### config.mk
export PLATFORM = sky130hd
export DESIGN_NAME = imi_ctrl
export DESIGN_NICKNAME = d
export VERILOG_FILES = /design/src/rtl/imi_pkg.sv /design/src/rtl/imi_ctrl.sv
export VERILOG_INCLUDE_DIRS = /design/src /design/src/rtl
export SDC_FILE = /design/constraint.sdc
export NUM_CORES = 1
export LEC_CHECK = 0
export ABC_AREA = 1
export ABC_CLOCK_PERIOD_IN_PS = 1800
export BUFFER_PORTS_ARGS = -buffer_cell sky130_fd_sc_hd__buf_2
export CAP_MARGIN = 10
export CELL_PAD_IN_SITES_DETAIL_PLACEMENT = 0
export CELL_PAD_IN_SITES_GLOBAL_PLACEMENT = 1
export CORE_MARGIN = 2
export CORE_UTILIZATION = 37
export CTS_BUF_LIST = sky130_fd_sc_hd__clkbuf_2
export CTS_CLUSTER_DIAMETER = 120
export DETAILED_ROUTE_END_ITERATION = 8
export PLACE_DENSITY_LB_ADDON = 0.1
export SLEW_MARGIN = 5
export SYNTH_ARGS = -nofsm -noshare
export SYNTH_HDL_FRONTEND = slang
export SYNTH_SLANG_ARGS = --single-unit
### constraint.sdc
create_clock -name i_clk -period 1.8 [get_ports i_clk]
set_clock_uncertainty 0.15 [all_clocks]
set_input_delay 0.18 -clock i_clk [delete_from_list [all_inputs] [get_ports i_clk]]
set_output_delay 0.18 -clock i_clk [all_outputs]
set_load 0.1 [all_outputs]
### src/rtl/iterative_matrix_inverse_4x4_macros.svh
// Assertion helpers used by the RTL controller (imi_ctrl).
`ifndef ITERATIVE_MATRIX_INVERSE_4X4_MACROS_SVH
`define ITERATIVE_MATRIX_INVERSE_4X4_MACROS_SVH

// Same-cycle implication, disabled during reset
`define IMI_ASSERT_IMPL(lbl, clk, rst_n, ante, cons) \
    lbl: assert property (@(posedge clk) disable iff (!rst_n) (ante) |-> (cons)) \
        else $error("assertion failed");

// Next-cycle implication, disabled during reset
`define IMI_ASSERT_NEXT(lbl, clk, rst_n, ante, cons) \
    lbl: assert property (@(posedge clk) disable iff (!rst_n) (ante) |=> (cons)) \
        else $error("assertion failed");

`endif

### src/rtl/imi_pkg.sv
package imi_pkg;

    // result status codes
    typedef logic [1:0] t_status;
    localparam t_status ST_OK   = 2'd0;
    localparam t_status ST_ZERO = 2'd1;
    localparam t_status ST_SAT  = 2'd2;

    localparam logic [7:0] MAX_ITER_RESET = 8'd10;

    // controller to datapath commands
    typedef struct packed {
        logic src_we;
        logic norm_clr;
        logic norm_acc;
        logic norm_first;
        logic norm_last;
        logic norm_col;
        logic div_start;
        logic div_sel;
        logic est_we;
        logic mac_en;
        logic mac_first;
        logic mac_last;
        logic mac_phase2;
        logic mac_diag;
        logic nz_clr;
        logic out_load;
        logic out_last;
    } t_dp_cmd;

    // datapath to controller status
    typedef struct packed {
        logic zero_norm;
        logic div_done;
        logic mac_busy;
        logic nz;
    } t_dp_stat;

endpackage

### src/rtl/imi_ctrl.sv
`include "iterative_matrix_inverse_4x4_macros.svh"

module imi_ctrl
    import imi_pkg::*;
#(
    parameter int MATRIX_DIM = 4
) (
    input  logic                                     i_clk,
    input  logic                                     i_rst_n,
    input  logic                                     i_valid,
    output logic                                     o_stall,
    output logic                                     o_valid,
    input  logic                                     i_stall,
    input  logic                                     i_cfg_we,
    input  logic [7:0]                               i_cfg_data,
    output t_dp_cmd                                  o_cmd,
    input  t_dp_stat                                 i_stat,
    output logic [$clog2(MATRIX_DIM*MATRIX_DIM)-1:0] o_src_addr,
    output logic [$clog2(MATRIX_DIM*MATRIX_DIM):0]   o_est_raddr,
    output logic [$clog2(MATRIX_DIM*MATRIX_DIM)-1:0] o_ipe_raddr,
    output logic [$clog2(MATRIX_DIM*MATRIX_DIM)-1:0] o_dst_idx,
    output logic                                     o_bank
);

    localparam int N  = MATRIX_DIM * MATRIX_DIM;
    localparam int AW = $clog2(N);
    localparam int CW = $clog2(MATRIX_DIM);
    localparam logic [CW-1:0] DLAST = CW'(MATRIX_DIM - 1);
    localparam logic [AW-1:0] NLAST = AW'(N - 1);

    typedef enum logic [15:0] {
        S_LOAD  = 16'h0001,
        S_NROW  = 16'h0002,
        S_NCOL  = 16'h0004,
        S_NWT   = 16'h0008,
        S_NCHK  = 16'h0010,
        S_SRD   = 16'h0020,
        S_SDV1  = 16'h0040,
        S_SWT1  = 16'h0080,
        S_SDV2  = 16'h0100,
        S_SWT2  = 16'h0200,
        S_ITCHK = 16'h0400,
        S_MUL1  = 16'h0800,
        S_DRN1  = 16'h1000,
        S_MUL2  = 16'h2000,
        S_DRN2  = 16'h4000,
        S_OUT   = 16'h8000
    } t_state;

    // row-major index of (row, col)
    function automatic logic [AW-1:0] f_idx(input logic [CW-1:0] r, input logic [CW-1:0] c);
        return AW'(r) * AW'(MATRIX_DIM) + AW'(c);
    endfunction

    t_state        r_state, n_state;
    logic [AW-1:0] r_ld, n_ld;
    logic [AW-1:0] r_oidx, n_oidx;
    logic [CW-1:0] r_i, n_i;
    logic [CW-1:0] r_j, n_j;
    logic [CW-1:0] r_k, n_k;
    logic [7:0]    r_it, n_it;
    logic [7:0]    r_maxit;
    logic          r_bank, n_bank;
    logic          r_pend, n_pend;
    logic          r_ovalid, n_ovalid;
    logic          li, lj, lk;

    always_comb begin
        li = r_i == DLAST;
        lj = r_j == DLAST;
        lk = r_k == DLAST;
    end

    // next state and commands
    always_comb begin
        n_state  = r_state;
        n_ld     = r_ld;
        n_oidx   = r_oidx;
        n_i      = r_i;
        n_j      = r_j;
        n_k      = r_k;
        n_it     = r_it;
        n_bank   = r_bank;
        n_pend   = r_pend;
        n_ovalid = r_ovalid;
        o_cmd    = '0;
        if (r_ovalid && !i_stall) begin
            n_ovalid = 1'b0;
        end
        case (r_state)
            S_LOAD: begin
                if (i_valid) begin
                    o_cmd.src_we = 1'b1;
                    if (r_ld == NLAST) begin
                        n_ld           = '0;
                        o_cmd.norm_clr = 1'b1;
                        n_it           = '0;
                        n_i            = '0;
                        n_j            = '0;
                        n_state        = S_NROW;
                    end else begin
                        n_ld = r_ld + 1'b1;
                    end
                end
            end
            S_NROW, S_NCOL: begin
                o_cmd.norm_acc   = 1'b1;
                o_cmd.norm_first = r_j == '0;
                o_cmd.norm_last  = lj;
                o_cmd.norm_col   = r_state == S_NCOL;
                n_j = lj ? '0 : r_j + 1'b1;
                if (lj) begin
                    n_i = li ? '0 : r_i + 1'b1;
                end
                if (li && lj) begin
                    n_state = (r_state == S_NROW) ? S_NCOL : S_NWT;
                end
            end
            S_NWT: begin
                n_state = S_NCHK;
            end
            S_NCHK: begin
                n_i = '0;
                n_j = '0;
                if (i_stat.zero_norm) begin
                    n_oidx  = '0;
                    n_state = S_OUT;
                end else begin
                    n_state = S_SRD;
                end
            end
            S_SRD: begin
                n_state = S_SDV1;
            end
            S_SDV1: begin
                o_cmd.div_start = 1'b1;
                n_state         = S_SWT1;
            end
            S_SWT1: begin
                if (i_stat.div_done) begin
                    n_state = S_SDV2;
                end
            end
            S_SDV2: begin
                o_cmd.div_start = 1'b1;
                o_cmd.div_sel   = 1'b1;
                n_state         = S_SWT2;
            end
            S_SWT2: begin
                if (i_stat.div_done) begin
                    o_cmd.est_we = 1'b1;
                    n_j = lj ? '0 : r_j + 1'b1;
                    if (lj) begin
                        n_i = li ? '0 : r_i + 1'b1;
                    end
                    n_state = (li && lj) ? S_ITCHK : S_SRD;
                end
            end
            S_ITCHK: begin
                if (r_it == r_maxit) begin
                    n_oidx  = '0;
                    n_state = S_OUT;
                end else begin
                    o_cmd.nz_clr = 1'b1;
                    n_i          = '0;
                    n_j          = '0;
                    n_k          = '0;
                    n_state      = S_MUL1;
                end
            end
            S_MUL1, S_MUL2: begin
                o_cmd.mac_en     = 1'b1;
                o_cmd.mac_first  = r_k == '0;
                o_cmd.mac_last   = lk;
                o_cmd.mac_phase2 = r_state == S_MUL2;
                o_cmd.mac_diag   = r_i == r_j;
                n_k = lk ? '0 : r_k + 1'b1;
                if (lk) begin
                    n_j = lj ? '0 : r_j + 1'b1;
                end
                if (lk && lj) begin
                    n_i = li ? '0 : r_i + 1'b1;
                end
                if (li && lj && lk) begin
                    n_state = (r_state == S_MUL1) ? S_DRN1 : S_DRN2;
                end
            end
            S_DRN1: begin
                if (!i_stat.mac_busy) begin
                    n_state = S_MUL2;
                end
            end
            S_DRN2: begin
                if (!i_stat.mac_busy) begin
                    n_bank = ~r_bank;
                    n_it   = r_it + 1'b1;
                    n_oidx = '0;
                    n_state = i_stat.nz ? S_ITCHK : S_OUT;
                end
            end
            S_OUT: begin
                if (r_pend) begin
                    o_cmd.out_load = 1'b1;
                    o_cmd.out_last = r_oidx == NLAST;
                    n_pend         = 1'b0;
                    n_ovalid       = 1'b1;
                    if (r_oidx == NLAST) begin
                        n_oidx  = '0;
                        n_state = S_LOAD;
                    end else begin
                        n_oidx = r_oidx + 1'b1;
                    end
                end else if (!r_ovalid) begin
                    n_pend = 1'b1;
                end
            end
            default: begin
                n_state = S_LOAD;
            end
        endcase
    end

    // store addresses
    always_comb begin
        o_src_addr  = '0;
        o_est_raddr = {r_bank, r_oidx};
        o_ipe_raddr = f_idx(r_i, r_k);
        o_dst_idx   = f_idx(r_i, r_j);
        case (r_state)
            S_LOAD:               o_src_addr = r_ld;
            S_NROW:               o_src_addr = f_idx(r_i, r_j);
            S_NCOL, S_SRD, S_SDV1: o_src_addr = f_idx(r_j, r_i);
            S_MUL1: begin
                o_src_addr  = f_idx(r_k, r_j);
                o_est_raddr = {r_bank, f_idx(r_i, r_k)};
            end
            S_MUL2:               o_est_raddr = {r_bank, f_idx(r_k, r_j)};
            default:              o_src_addr = '0;
        endcase
    end

    always_ff @(posedge i_clk) begin
        if (!i_rst_n) begin
            r_state  <= S_LOAD;
            r_ld     <= '0;
            r_oidx   <= '0;
            r_i      <= '0;
            r_j      <= '0;
            r_k      <= '0;
            r_it     <= '0;
            r_maxit  <= MAX_ITER_RESET;
            r_bank   <= 1'b0;
            r_pend   <= 1'b0;
            r_ovalid <= 1'b0;
        end else begin
            r_state  <= n_state;
            r_ld     <= n_ld;
            r_oidx   <= n_oidx;
            r_i      <= n_i;
            r_j      <= n_j;
            r_k      <= n_k;
            r_it     <= n_it;
            r_bank   <= n_bank;
            r_pend   <= n_pend;
            r_ovalid <= n_ovalid;
            if (i_cfg_we) begin
                r_maxit <= i_cfg_data;
            end
        end
    end

    assign o_stall = r_state != S_LOAD;
    assign o_valid = r_ovalid;
    assign o_bank  = r_bank;

    // a result beat only appears while emitting
    `IMI_ASSERT_IMPL(a_out_rise, i_clk, i_rst_n, $rose(r_ovalid), $past(r_state == S_OUT))
    // a pending read always lands in the output register
    `IMI_ASSERT_NEXT(a_pend_load, i_clk, i_rst_n, r_pend, r_ovalid)
    // leaving load means a full matrix was taken
    `IMI_ASSERT_IMPL(a_load_exit, i_clk, i_rst_n,
                     $past(r_state == S_LOAD) && (r_state != S_LOAD), r_ld == '0)
    // products are fully written back before the next iteration decision
    `IMI_ASSERT_IMPL(a_itchk_drained, i_clk, i_rst_n, r_state == S_ITCHK, !i_stat.mac_busy)

endmodule

==> impl_metrics.toml <==
[outcome]
status = "finished with violations"
violations = "negative setup slack"

[cells_and_area]
syn_to_final_growth_pct = 101
finalInstanceArea_um2 = 6710
fillCellCount = 579
fin_nets = 774
layout-drive-gt1-share_pct = 54.9
post-route-util_pct = 76.9
final_cell_mix = "buf_4, nand2_1, inv_1"
antenna_cells = 0
final_common_cell = "buf_4"

[global_routing]
grt_use_total_pct = 25.9
grtUsageMet1_pct = 32.6
antenna_found_initial = 0
grt_util_met2_pct = 45.6
grt_max_degree = 19
grt_pass1_wl_mm = 20.4
top_usage_layer = "met2"
grtUsageMet3_pct = 3.55
grt_pass1_vias = 4239
overflow = 0

[clocking]
cts.sinks = 49
cts_tree = "done"
clockBufferDepth = 2
cts_root_buf = "clkbuf_2"
clock_latency_ns = 0.47
clk_pin_slew_ns = 0.31
numCtsBuffers = 5
cts_max_level = 2

[drt]
drtIter0Drc = 179
drcViolationCount = 0
vias = 4306
wl_per_cell_um = 15.5
drt-total-wl_mm = 13.3
firstDrtPassIters = 5
ant_nets = 0
vias_per_cell = 5.02

[power]
total_power_mw = 7.80
power.leakage_nw = 3.14
p_sw_share_pct = 52.7
switching_power_mw = 4.11
pwr-share-comb_pct = 75.4
p_seq_share_pct = 17.4
vdd_drop_max_mv = 1.28
power-per-cell-area_nw_per_um2 = 1160
clockPowerShare_pct = 7.1
p_int_mw = 3.69

[floorplan]
num_rows = 34
die_height_um = 98.9
start_util_pct = 38.2
die_area_um2 = 9780
coreArea_um2 = 8720
dieWidth_um = 98.9
num_io_pins = 54

[sta]
rsz0062_at_grt = "true"
fin_crit_sh_pct = 138
fmax_mhz = 403
relSlewSlack_pct = 67.8
worst_pin_slew_ns = 0.487
finalHoldViolCount = 0
finalCriticalPeriod_ns = 2.48
setup_viol = 66
setup-tns-final_ns = -29.79
fin_ws_ns = -0.680
drv_slew = 0

[logic_synthesis]
yosysTopAreaCell = "dfxtp_1"
synth_area_um2 = 3330
syn_inst = 519
synthSimpleGateAreaFrac_pct = 41.8
synth_edf_count = 0
syn-num-nets = 544
yosysSeqAreaShare_pct = 29.5
synth_ff_type = "dfxtp_1"
syn_avg_cell_area_um2 = 6.42
yosysWarnings = 0
synth_top_cell_area_share_pct = 29.5
synth_top_family_by_area = "simple AND/OR/NAND/NOR gates"
synth_compound_area_share_pct = 9.77
synth-async-reset-ratio_pct = 0
yosysUniqueCellTypes = 43
ys_top_cells_by_area = "dfxtp_1, nand2_1, nor2_1"
synth-seq-cells = 49
synth_xor_area_share_pct = 3.94
synthMuxAreaShare_pct = 0
synthAdderAreaFrac_pct = 3.01

[setup_path]
required_ns = 1.47
crit_type = "flop to output port"
start_kind = "flop"
arrival_ns = 2.15
crit_end = "o_est_raddr[0]"
reg2reg_depth = 13
path_max_fanout = 7
r2r_setup_slack_ns = -0.52
endpoint_kind = "output port"
crit_start = "r_state[6]$_SDFFE_PN0P_"
worstReg2RegStart = "r_state[6]$_SDFFE_PN0P_"
r2r-end = "r_state[14]$_SDFFE_PN0P_"

[placed_design]
portBuffers = 53
place_ws_ns = -0.244
place.gp.congestion = 0.878
placed_area_um2 = 5130
hpwl_mm = 8.48

[flow_run]
drv_cap = 0

[min_path]
hold_path.class = "primary input to flop"
min_from = "i_cfg_we"
## cell families after synthesis
kind of cell    count (synthesis)
simple gates                  295
buf+inv                        97
compound gates                 55
flops                          49
xor+xnor                       15
fa+ha+maj                       8
## final cells by class
type	instances	area, um2	share of cell area [%]
repair buffers	232	2270	33.9
multi-input cells	375	2860	42.7
clock inverters	3	28.8	0.429
clock buffers	5	25.0	0.373
flip-flops and latches	49	1020	15.1
inverters	86	365	5.45
well taps	108	135	2.01
## routing by layer
layer / vias to the layer above / share of wire (%)
li1: 2113 / -
met1: 2019 / 41
met2: 140 / 51
met3: 34 / 4.4
met4: 0 / 3.4
met5: - / 0
## synthesized netlist by cell type (2+ instances only)
master,instances
a22oi_1,2
buf_6,3
xor2_1,7
nand3b_1,2
nor2_1,91
inv_1,80
buf_4,3
ha_1,8
nand3_1,38
nand3_2,6
a21oi_1,18
buf_2,2
o21ai_1,7
nor3_1,11
o21bai_1,2
clkinv_1,2
clkbuf_1,3
nor2_2,5
o221ai_1,2
nand2_2,9
xnor2_1,8
o21ai_0,14
nand4_1,12
a221oi_1,2
nand2_1,110
nand3_4,2
a221o_1,2
inv_2,3
dfxtp_1,49
nand2_4,3
## worst min path at each step
stage,to,slack (ns),cells after the start
after global routing,r_maxit[1]$_SDFFE_PN1P_,0.01,4
after global placement,r_maxit[1]$_SDFFE_PN1P_,0.25,3
after floorplan,r_maxit[1]$_SDFFE_PN1P_,0.15,2
after detailed placement,r_maxit[1]$_SDFFE_PN1P_,0.25,3
after CTS,r_state[9]$_SDFFE_PN0P_,0.03,6
final,r_maxit[1]$_SDFFE_PN1P_,0.0007,4
## timing repair
item,CTS,global route
resized for setup,167,80
cloned,2,0
endpoints found under the hold margin,22,0
setup endpoints to repair,65,80
hold buffers,27,0
setup buffers,39,19
pin swaps,52,46
## critical path: stages, from the launching register on
cell     delay (ns)
dfxtp_2        0.41
nor2_4         0.14
nand2_4        0.10
nor2_8         0.23
nand2_8        0.13
nand2_8        0.10
inv_8          0.04
a221o_4        0.36
buf_12         0.17
## state kept, by name, indices dropped and copies added, names as in the netlist
signal,cells
o_bank,1
r_it,8
o_valid,1
r_pend,1
r_ld,4
r_maxit,8
r_k,2
r_oidx,4
r_j,2
r_state,16
r_i,2
## power by group through the flow
stage	Sequential (mW)	Combinational [mW]	Clock, mW
finish	1.36	5.88	0.557
global route	1.38	6.21	0.614
CTS	1.36	5.19	0.579
detailed placement	1.37	4.10	0
global placement	1.36	4.05	0
floorplan	1.75	2.42	0
## metrics by stage
stage / std cells / hold WS, ns
after floorplan: 519 / 0.152
after global placement: 778 / 0.247
after detailed placement: 778 / 0.253
after CTS: 851 / 0.0312
after global routing: 858 / 0.00990
final: 858 / 0.000694
No activity file was read; power rests on OpenSTA's default activity.
